File: config.mk
export PLATFORM = sky130hd
export DESIGN_NAME = bounded_deque_with_value_delete
export DESIGN_NICKNAME = d
export VERILOG_FILES = /design/src/sv/bdq_pkg.sv /design/src/sv/bdq_ram.sv /design/src/sv/bounded_deque_with_value_delete.sv
export SDC_FILE = /design/constraint.sdc
export NUM_CORES = 1
export LEC_CHECK = 0
export BUFFER_PORTS_ARGS = -buffer_cell sky130_fd_sc_hd__buf_2
export CAP_MARGIN = 20
export CORE_MARGIN = 1
export CORE_UTILIZATION = 60
export DETAILED_ROUTE_END_ITERATION = 10
export PLACE_DENSITY = 0.76
export SLEW_MARGIN = 0
export SYNTH_ARGS = -nofsm -noshare
export SYNTH_HDL_FRONTEND = slang
export SYNTH_SLANG_ARGS = --single-unit
File: constraint.sdc
create_clock -name clk_i -period 6.4 [get_ports clk_i]
set_clock_uncertainty 0.1 [all_clocks]
set_input_delay 0.96 -clock clk_i [delete_from_list [all_inputs] [get_ports clk_i]]
set_output_delay 0.96 -clock clk_i [all_outputs]
set_load 0.03 [all_outputs]
File: src/sv/bdq_pkg.sv
// Package for the bounded deque: request kinds, result status codes,
// sequencer states and fixed field widths. No dependencies.
`timescale 1ns / 1ps
`default_nettype none

package bdq_pkg;

  // Fixed field widths
  localparam int unsigned DATA_W   = 32;
  localparam int unsigned KIND_W   = 3;
  localparam int unsigned STATUS_W = 2;
  localparam int unsigned OCC_W    = 5;

  // Largest occupancy the result field can show
  localparam int unsigned OCC_MAX = 31;

  // Default number of entries, and the longest dump run per request
  localparam int unsigned CAPACITY_DEF = 16;
  localparam int unsigned MAX_RESULTS  = 16;

  typedef enum logic [KIND_W-1:0] {
    K_PUSH_FRONT = 3'd0,
    K_PUSH_BACK  = 3'd1,
    K_POP_FRONT  = 3'd2,
    K_POP_BACK   = 3'd3,
    K_DELETE     = 3'd4,
    K_DUMP_FWD   = 3'd5,
    K_DUMP_REV   = 3'd6
  } kind_e;

  typedef enum logic [STATUS_W-1:0] {
    STAT_OK        = 2'd0,
    STAT_EMPTY     = 2'd1,
    STAT_FULL      = 2'd2,
    STAT_NOT_FOUND = 2'd3
  } status_e;

  typedef enum logic [2:0] {
    ST_IDLE,
    ST_POP,
    ST_SEARCH,
    ST_SHIFT,
    ST_DUMP
  } state_e;

endpackage

`default_nettype wire

File: src/sv/bdq_ram.sv
// Generic single-write, single-read RAM with registered read data.
// No dependencies.
`timescale 1ns / 1ps
`default_nettype none

module bdq_ram #(
  parameter int unsigned WIDTH = 32,
  parameter int unsigned DEPTH = 16,
  localparam int unsigned AW   = (DEPTH > 1) ? $clog2(DEPTH) : 1
) (
  input  wire logic             clk_i,
  input  wire logic             we_i,
  input  wire logic [AW-1:0]    waddr_i,
  input  wire logic [WIDTH-1:0] wdata_i,
  input  wire logic [AW-1:0]    raddr_i,
  output logic      [WIDTH-1:0] rdata_o
);

  logic [WIDTH-1:0] mem_q [DEPTH];
  logic [WIDTH-1:0] rdata_q;

  // Write port
  always_ff @(posedge clk_i) begin
    if (we_i) begin
      mem_q[waddr_i] <= wdata_i;
    end
  end

  // Registered read port
  always_ff @(posedge clk_i) begin
    rdata_q <= mem_q[raddr_i];
  end

  assign rdata_o = rdata_q;

endmodule

`default_nettype wire

File: src/sv/bounded_deque_with_value_delete.sv
// Bounded double-ended queue of signed 32-bit values with delete-by-value.
// Depends on bdq_pkg and bdq_ram.
//
//  channel   | direction | handshake                 | payload
//  ----------+-----------+---------------------------+---------------------------------
//  request   | in        | start & !busy             | kind_i, value_in_i
//  result    | out       | result_valid_o, one cycle | status_o, value_out_o,
//            |           |                           | occupancy_o, last_o
//
// Push and the empty and full errors finish in the idle state with busy low, so a
// new item may follow at once. Pop reads its entry in ST_POP; delete walks the
// entries in ST_SEARCH and then ST_SHIFT (the search and the shift of the entries
// behind a match form one pass), and a dump gives n results, one per cycle, from
// the entry RAM's single read port, walked one entry per cycle by the sequencer.
// Reset clears head and count; entry contents are not cleared.
// Each result shows for exactly one cycle, in the cycle after it is formed; the
// receiver cannot stall.
`timescale 1ns / 1ps
`default_nettype none

module bounded_deque_with_value_delete
  import bdq_pkg::*;
#(
  parameter int unsigned CAPACITY = CAPACITY_DEF
) (
  input  wire logic                     clk_i,
  input  wire logic                     rst_ni,
  input  wire logic                     start,
  output logic                          busy,
  input  wire logic [KIND_W-1:0]        kind_i,
  input  wire logic signed [DATA_W-1:0] value_in_i,
  output logic                          result_valid_o,
  output logic [STATUS_W-1:0]           status_o,
  output logic signed [DATA_W-1:0]      value_out_o,
  output logic [OCC_W-1:0]              occupancy_o,
  output logic                          last_o
);

  localparam int unsigned IDX_W = (CAPACITY > 1) ? $clog2(CAPACITY) : 1;
  localparam int unsigned CNT_W = $clog2(CAPACITY + 1);
  localparam int unsigned PW    = $clog2(CAPACITY + 3);
  localparam int unsigned SW    = PW + 1;

  // Slot of logical position p, modulo CAPACITY
  function automatic logic [IDX_W-1:0] slot_of(input logic [IDX_W-1:0] h,
                                               input logic [PW-1:0] p);
    logic [SW-1:0] s;
    s = SW'(h) + SW'(p);
    if (s >= SW'(CAPACITY)) begin
      s = s - SW'(CAPACITY);
    end
    return s[IDX_W-1:0];
  endfunction

  function automatic logic [IDX_W-1:0] ring_inc(input logic [IDX_W-1:0] h);
    return (h == IDX_W'(CAPACITY - 1)) ? '0 : h + IDX_W'(1);
  endfunction

  function automatic logic [IDX_W-1:0] ring_dec(input logic [IDX_W-1:0] h);
    return (h == '0) ? IDX_W'(CAPACITY - 1) : h - IDX_W'(1);
  endfunction

  state_e             state_q, state_d;
  logic [IDX_W-1:0]   head_q, head_d;
  logic [CNT_W-1:0]   count_q, count_d;
  logic [PW-1:0]      ptr_q, ptr_d;
  kind_e              kind_q;
  logic [DATA_W-1:0]  val_q;

  logic               ram_we;
  logic [IDX_W-1:0]   ram_waddr;
  logic [DATA_W-1:0]  ram_wdata;
  logic [IDX_W-1:0]   ram_raddr;
  logic [DATA_W-1:0]  ram_rdata;
  logic [PW-1:0]      rd_pos;

  logic               emit;
  status_e            em_status;
  logic [DATA_W-1:0]  em_value;
  logic               em_last;

  logic               rv_q;
  status_e            status_q;
  logic [DATA_W-1:0]  value_q;
  logic [OCC_W-1:0]   occ_q;
  logic               last_q;

  logic               accept;
  kind_e              kind_in;
  logic               full, empty;
  logic [PW-1:0]      cnt_p, dump_n, pos_nx1, pos_nx2;
  logic               at_end1, at_end2, match, dump_last;
  logic [31:0]        cnt_wide;

  assign busy    = (state_q != ST_IDLE);
  assign accept  = start && (state_q == ST_IDLE);
  assign kind_in = kind_e'(kind_i);
  assign full    = (count_q == CNT_W'(CAPACITY));
  assign empty   = (count_q == '0);

  // Shared position arithmetic and the one compare unit
  assign cnt_p     = PW'(count_q);
  assign dump_n    = (cnt_p > PW'(MAX_RESULTS)) ? PW'(MAX_RESULTS) : cnt_p;
  assign pos_nx1   = ptr_q + PW'(1);
  assign pos_nx2   = ptr_q + PW'(2);
  assign at_end1   = (pos_nx1 == cnt_p);
  assign at_end2   = (pos_nx2 == cnt_p);
  assign match     = (ram_rdata == val_q);
  assign dump_last = (pos_nx1 == dump_n);

  // Entry storage
  bdq_ram #(
    .WIDTH (DATA_W),
    .DEPTH (CAPACITY)
  ) u_ram (
    .clk_i   (clk_i),
    .we_i    (ram_we),
    .waddr_i (ram_waddr),
    .wdata_i (ram_wdata),
    .raddr_i (ram_raddr),
    .rdata_o (ram_rdata)
  );

  assign ram_raddr = slot_of(head_q, rd_pos);

  // Next state
  always_comb begin
    state_d = state_q;
    unique case (state_q)
      ST_IDLE: begin
        if (accept && !empty) begin
          unique case (kind_in)
            K_POP_FRONT, K_POP_BACK: state_d = ST_POP;
            K_DELETE:                state_d = ST_SEARCH;
            K_DUMP_FWD, K_DUMP_REV:  state_d = ST_DUMP;
            default:                 state_d = ST_IDLE;
          endcase
        end
      end
      ST_POP: state_d = ST_IDLE;
      ST_SEARCH: begin
        if (match) begin
          state_d = at_end1 ? ST_IDLE : ST_SHIFT;
        end else if (at_end1) begin
          state_d = ST_IDLE;
        end
      end
      ST_SHIFT: begin
        if (at_end2) begin
          state_d = ST_IDLE;
        end
      end
      ST_DUMP: begin
        if (dump_last) begin
          state_d = ST_IDLE;
        end
      end
      default: state_d = ST_IDLE;
    endcase
  end

  // Datapath control and result forming
  always_comb begin
    head_d    = head_q;
    count_d   = count_q;
    ptr_d     = ptr_q;
    ram_we    = 1'b0;
    ram_waddr = head_q;
    ram_wdata = value_in_i;
    rd_pos    = '0;
    emit      = 1'b0;
    em_status = STAT_OK;
    em_value  = '0;
    em_last   = 1'b1;
    unique case (state_q)
      ST_IDLE: begin
        if (accept) begin
          unique case (kind_in)
            K_PUSH_FRONT: begin
              emit = 1'b1;
              if (full) begin
                em_status = STAT_FULL;
              end else begin
                ram_we    = 1'b1;
                ram_waddr = ring_dec(head_q);
                head_d    = ring_dec(head_q);
                count_d   = count_q + CNT_W'(1);
              end
            end
            K_PUSH_BACK: begin
              emit = 1'b1;
              if (full) begin
                em_status = STAT_FULL;
              end else begin
                ram_we    = 1'b1;
                ram_waddr = slot_of(head_q, cnt_p);
                count_d   = count_q + CNT_W'(1);
              end
            end
            K_POP_FRONT, K_POP_BACK, K_DELETE, K_DUMP_FWD, K_DUMP_REV: begin
              // Issue the first read; an empty queue answers at once
              ptr_d  = '0;
              rd_pos = (kind_in == K_POP_BACK || kind_in == K_DUMP_REV)
                       ? cnt_p - PW'(1) : '0;
              if (empty) begin
                emit      = 1'b1;
                em_status = STAT_EMPTY;
              end
            end
            default: ;
          endcase
        end
      end
      ST_POP: begin
        emit     = 1'b1;
        em_value = ram_rdata;
        count_d  = count_q - CNT_W'(1);
        if (kind_q == K_POP_FRONT) begin
          head_d = ring_inc(head_q);
        end
      end
      ST_SEARCH: begin
        // Compare the entry at ptr, prefetch the next one
        rd_pos = pos_nx1;
        if (match) begin
          if (at_end1) begin
            emit     = 1'b1;
            em_value = val_q;
            count_d  = count_q - CNT_W'(1);
          end
        end else if (at_end1) begin
          emit      = 1'b1;
          em_status = STAT_NOT_FOUND;
        end else begin
          ptr_d = pos_nx1;
        end
      end
      ST_SHIFT: begin
        // Move entry ptr+1 up into ptr, prefetch ptr+2
        ram_we    = 1'b1;
        ram_waddr = slot_of(head_q, ptr_q);
        ram_wdata = ram_rdata;
        rd_pos    = pos_nx2;
        ptr_d     = pos_nx1;
        if (at_end2) begin
          emit     = 1'b1;
          em_value = val_q;
          count_d  = count_q - CNT_W'(1);
        end
      end
      ST_DUMP: begin
        emit     = 1'b1;
        em_value = ram_rdata;
        em_last  = dump_last;
        ptr_d    = pos_nx1;
        rd_pos   = (kind_q == K_DUMP_FWD) ? pos_nx1 : cnt_p - PW'(1) - pos_nx1;
      end
      default: ;
    endcase
  end

  assign cnt_wide = 32'(count_d);

  // Control registers
  always_ff @(posedge clk_i or negedge rst_ni) begin
    if (!rst_ni) begin
      state_q <= ST_IDLE;
      head_q  <= '0;
      count_q <= '0;
      ptr_q   <= '0;
      rv_q    <= 1'b0;
    end else begin
      state_q <= state_d;
      head_q  <= head_d;
      count_q <= count_d;
      ptr_q   <= ptr_d;
      rv_q    <= emit;
    end
  end

  // Hold the request and the result payload
  always_ff @(posedge clk_i) begin
    if (accept) begin
      kind_q <= kind_in;
      val_q  <= value_in_i;
    end
    if (emit) begin
      status_q <= em_status;
      value_q  <= em_value;
      last_q   <= em_last;
      occ_q    <= (cnt_wide > 32'(OCC_MAX)) ? OCC_W'(OCC_MAX) : cnt_wide[OCC_W-1:0];
    end
  end

  assign result_valid_o = rv_q;
  assign status_o       = status_q;
  assign value_out_o    = value_q;
  assign occupancy_o    = occ_q;
  assign last_o         = last_q;

endmodule

`default_nettype wire

Word-level counts from Yosys, hierarchy flattened --
Memory sizes are Yosys's and may differ from the RTL's. A register that Yosys moved wholly into a read port is not among the register bits. Cells that the tools add are included.
Word-level totals: memory bits (writable) 512, memories kept 1, bits in registers 93
Memories:
- u_ram.mem_q | words 16, width 32, rd ports 1, clocked after memory_dff 1, wr ports 1, line bdq_ram.sv:19 | logic [WIDTH-1:0] mem_q [DEPTH];
Cells by class: magnitude comparators 5, muxes and demuxes 64, add/subtract/negate cells 13, reductions and logical operators 20, eq/ne operators 28
Operators by type and width (number):
- $mux 32 | 4
- $pmux 32 s3 | 1
- $mux 5 | 15
- $mux 4 | 11
- $pmux 5 s4 | 2
- $eq 32x32->1 | 1
- $pmux 4 s2 | 3
- $add 4x5->6 | 3
- $ge 6x5->1 const B | 3
- $sub 4x1->4 const B | 4
- $eq 3x2->1 const B | 5
- $eq 3x3->1 const B | 5
- $eq 5x5->1 | 3
- $mux 3 | 5
- $pmux 5 s3 | 1
- $ne 2x2->1 const B | 6
- $pmux 3 s4 | 1
- $add 5x1->5 const B | 2
- $gt 5x5->1 const B | 2
- $mux 1 | 10
- $mux 2 | 5
- $reduce_or 2->1 | 5
- $pmux 3 s3 | 1
- $pmux 2 s2 | 2
- other kinds (22) | 30

Logic depth before layout (Yosys ltp) --
word-level depth 9, mapped depth 17, mapped depth without buffers 15

Cells and area by module --
A second synthesis with hierarchy kept.
Second synthesis, totals: cells, all modules 1433, area, all modules 25804.7 sq um
By module, submodules not included:
- bdq_ram | cells each 838, times used 1, area each 19835.3 sq um
- bounded_deque_with_value_delete | cells each 595, times used 1, area each 5969.5 sq um

Worst setup path before layout --
No wires, ideal clock.
kind input -> register, start input port kind_i[2], end register last_q (netlist: last_o) (enable), arrival time 4748 ps, data required time 5805 ps, buffers on the path 1, setup time 495 ps, stages on the path 6, slack 1057 ps, path through clkbuf_1 > nor2_1 > nand3_1 > o311ai_0 > nor2_1 > o21ai_0
Between the ends: word-level cells in the longest chain between the ends 5, elaborated cells between the ends (all ways) 12, those cells by class eq/ne: 6; mux: 3; reduce/logical: 3
Ends and longest elaborated chain:
- start: declaration | line bounded_deque_with_value_delete.sv:30 | input wire logic [KIND_W-1:0] kind_i,
- $eq 3x2->1 (tied with other cells) | line bounded_deque_with_value_delete.sv:178 | unique case (kind_in)
- $reduce_or 5->1 / $reduce_or 2->1 (equally long branches)
- $pmux 1 s2 (*) | line bounded_deque_with_value_delete.sv:178
- $mux 1 (*) | line bounded_deque_with_value_delete.sv:177 | if (accept) begin
- $pmux 1 s4 (*) | line bounded_deque_with_value_delete.sv:175 | unique case (state_q)
- via emit | line bounded_deque_with_value_delete.sv:77 | logic emit;
- end signal: assignment | line bounded_deque_with_value_delete.sv:290 | last_q <= em_last;
- end: declaration | line bounded_deque_with_value_delete.sv:86 | logic last_q;
Mark *: on every way through the listed nets, which the timed path passes. The rest lies on a longest branch. A chain may end at the register's enable or synchronous reset.

Worst setup path after layout --
start register count_q[0] (netlist: cnt_p[0]), end register u_ram.rdata_q[15] (netlist: u_ram.rdata_o[15]), read port of u_ram.mem_q
Between the ends: word-level cells in the longest chain between the ends 8, elaborated cells between the ends (all ways) 11, those cells by class add/sub: 4; order compare: 1; mux: 6
Ends and longest elaborated chain:
- start: declaration | line bounded_deque_with_value_delete.sv:65 | logic [CNT_W-1:0] count_q, count_d;
- start signal: assignment | line bounded_deque_with_value_delete.sv:275 | count_q <= count_d;
- $sub 5x1->5 (*) | line bounded_deque_with_value_delete.sv:204, bounded_deque_with_value_delete.sv:256
- parallel branches: the longest is 3 deep, another holds $sub 5x5->5
- $pmux 5 s4 (*) | line bounded_deque_with_value_delete.sv:175
- $add 4x5->6 (*) | line bounded_deque_with_value_delete.sv:48 | s = SW'(h) + SW'(p);
- $ge 6x5->1 / $sub 4x1->4 (equally long branches) | line bounded_deque_with_value_delete.sv:49, bounded_deque_with_value_delete.sv:50
- $mux 4 (*) | line bounded_deque_with_value_delete.sv:49 | if (s >= SW'(CAPACITY)) begin
- end: declaration | line bdq_ram.sv:20 | logic [WIDTH-1:0] rdata_q;
Every way passes the cells marked *.

==> metrics.md <==
| Metric | Value |
|---|---|
| Status | finished clean |
| Resize count post-CTS | 0 |
| Core Footprint | 42300 um^2 |
| Synth async-reset ratio | 2.83% |
| Crit path DAT | 5.25 ns |
| Final setup violating endpoints | 0 |
| Row Count | 75 |
| CP endpoint | u_ram.rdata_o[15] |
| Clock period minus final worst setup slack | 4.88 ns |
| Post-synthesis mux area share | 11.1% |
| Setup TNS | 0 ns |
| CTS Buf Count | 60 |
| Initial antenna violation count | 2 |
| Starting density of the core | 61.5% |
| Most common cell in the netlist | edfxtp_1 |
| Met1 Use GR | 41.2% |
| Routed Antenna Nets | 0 |
| Post-synth top cells | 587 x edfxtp_1, 256 x nand2_1, 128 x mux4_2 |
| Area Growth Syn to Fin | 12.7% |
| Worst setup path start | cnt_p[0] |
| Final period util | 76.3% |
| Non-Filler Instances | 2272 |
| Root buffer cell | clkbuf_16 |
| Critical path fanouts, max | 14 |
| Post-Syn Instances | 1537 |
| Global-route wire length before repair | 94500 um |
| Total Routed Length | 64100 um |
| Fraction of layout cells with a size suffix above 1 | 22.0% |
| Reg2reg path depth | 15 |
| CP required | 6.77 ns |
| Clock Latency Late Sink | 0.63 ns |
| Largest area contributor in the netlist | edfxtp_1 |
| CP endpoint kind | register |
| CTS tree | yes |
| Class of the tightest hold or removal check | in2async |
| Placed Cells incl. Taps | 2159 |
| Drt wl/cell | 28.2 um |
| Hold-fix buffers, CTS | 0 |
| RSZ-0062 raised after global routing | false |
| Synth Area in Simple Gates | 6.75% |
| Gr busiest metal | met2 |
| Total gr overflow | 0 |
| H-tree levels | 2 |
| XOR/XNOR Fraction of Synth Area | 2.11% |
| Clk pin slew, worst setup/hold paths | 0.06 ns |
| IO buf count | 79 |
| Largest family of logic cells by synthesized area | multiplexers |
| Antenna diodes | 0 |
| Netlist Area Pre-Place | 26000 um^2 |
| Number of synthesized register bits | 637 |
| Clk buf depth | 3 |
| # IOs | 80 |
| Residual DRC | 0 |
| Vias post-DR | 14833 |
| Die height | 210 um |
| Yosys warnings | 0 |
| Reg2reg end | u_ram.rdata_o[15] |
| Vias in the first global route | 14670 |
| Met3 Use GR | 5.30% |
| CP Class | reg2reg |
| Met2 usage | 48.9% |
| Synthesized net count | 1597 |
| Synth Area in Compound Gates | 5.30% |
| HPWL after DPL | 36400 um |
| CTS Sinks | 637 |
| Number of setup buffers added after CTS | 0 |
| FILL cells | 2652 |
| Slew margin rel. | 34.6% |
| Width of the die | 210 um |
| Post-synthesis adder-cell area fraction | 1.17% |
| Worst-Margin Slew | 0.981 ns |
| Number of max-cap violations | 0 |
| Largest net degree at the start of global routing | 81 |
| Post-synthesis cell type count | 68 |
| FF-to-FF setup slack | 1.52 ns |
| DR vias/cell | 6.53 |
| TritonRoute pass-1 iters | 5 |
| NumNets Final | 1704 |
| Top_reg_cell synth | edfxtp_1 |
| Startpoint Class | register |
| Die footprint | 44200 um^2 |
| Endpoints failing hold | 0 |
| F_max | 205 MHz |
| Syn avg cell area | 16.9 um^2 |
| Sequential fraction of the synthesis area | 71.9% |
| Synth top area share | 67.8% |
| Overall routing resource usage | 29.8% |
| Initial DRC Count | 1829 |
| Top post-synthesis cells by area | edfxtp_1 68%, mux4_2 11%, nand2_1 3.7%, dfxtp_1 2.5%, dfrtp_1 1.7% |
| Worst reg2reg path startpoint | cnt_p[0] |
| Final GP Congestion | 0.908 |
| Number of synthesized flops with an enable pin | 587 |
| Slew Limit Fails | 0 |
-- how the worst min path moves through the flow --
| stage | from | end | slack, ns | depth (start not counted) |
|---|---|---|---|---|
| final | rst_ni | ptr_q[2] | 0.19 | 1 |
| after global routing | rst_ni | cnt_p[0] | 0.22 | 1 |
| after CTS | rst_ni | ptr_q[2] | 0.18 | 1 |
| after detailed placement | u_ram.rdata_o[20] | value_out_o[20] | 0.48 | 1 |
| after global placement | val_q[12] | value_out_o[12] | 0.47 | 1 |
| after floorplan | u_ram.rdata_o[0] | value_out_o[0] | 0.46 | 1 |
-- critical path, stage by stage (launching register included) --
cell and delay, ns:
dfrtp_1 0.64, inv_1 0.13, ha_1 0.27, xor2_1 0.29, ha_1 0.32, xnor2_1 0.14
nand2_1 0.06, o21ai_0 0.08, a221oi_1 0.27, nand2_1 0.11, ha_1 0.48, a21oi_1 0.13
xnor2_1 0.53, xor2_4 0.65, buf_4 0.36, a31oi_1 0.13
-- per-layer routing --
layer	share of wire [%]	wire, um
met2	50	32000
met1	38	24300
met4	2.6	1640
met5	0.016	10
met3	9.5	6080
-- flip-flops by register name (all words and copies together), names as in the netlist --
signal,flops
kind_q,3
u_ram.rdata_o,32
status_o,2
val_q,32
state_q,3
cnt_p,5
head_q,4
value_out_o,32
occupancy_o,5
ptr_q,5
last_o,1
result_valid_o,1
u_ram.mem_q,512
-- cell type report --
class                           count  area (um^2)  area share, %
Clock buffer                       90         1710           5.82
Clock inverter                     23          218          0.743
Inverter                           19         71.3          0.243
Multi-Input combinational cell    799         7070           24.1
Sequential cell                   637        18700           63.9
Tap cell                          577          722           2.46
Timing Repair Buffer              127          806           2.75
-- through the flow --
stage	util (%)	hold WS, ns	area (um^2)	setup slack, ns
final	69.3	0.193	29300	1.52
after floorplan	-	0.460	26000	1.06
after global placement	64.7	0.475	27400	1.68
after detailed placement	64.7	0.483	27400	1.59
after CTS	69.3	0.178	29300	1.48
after global routing	69.3	0.220	29300	1.16
-- cells in the final DEF (no fill, tap or decap), types with 12 or more instances in the layout --
| cell | synthesis | final |
|---|---|---|
| mux4_2 | 128 | 128 |
| buf_4 | 0 | 44 |
| clkbuf_1 | 48 | 22 |
| dfxtp_1 | 32 | 32 |
| nand2_1 | 256 | 255 |
| dfrtp_1 | 18 | 18 |
| a21oi_1 | 20 | 20 |
| nor3_2 | 1 | 17 |
| a22o_1 | 35 | 35 |
| xor2_1 | 46 | 44 |
| nor2_1 | 24 | 24 |
| o21ai_0 | 26 | 25 |
| and3_1 | 33 | 33 |
| ha_1 | 18 | 17 |
| edfxtp_1 | 587 | 587 |
| a31oi_1 | 41 | 41 |
| xnor2_1 | 14 | 12 |
| inv_1 | 19 | 18 |
| clkbuf_16 | 0 | 61 |
| buf_2 | 17 | 79 |
-- logic make-up (layout without fill, tap and decap cells) --
family,count (synthesis),in the layout
xor gates and xnor gates,61,61
buffers and inverters,101,259
muxes,129,129
DFF,637,637
AOI/OAI and AO/OA,192,192
adders and majority gates,22,22
and+or+nand+nor,395,395
Power is not shown: default switching activity piles up to over one toggle a cycle in this logic, so the estimate is an artifact.
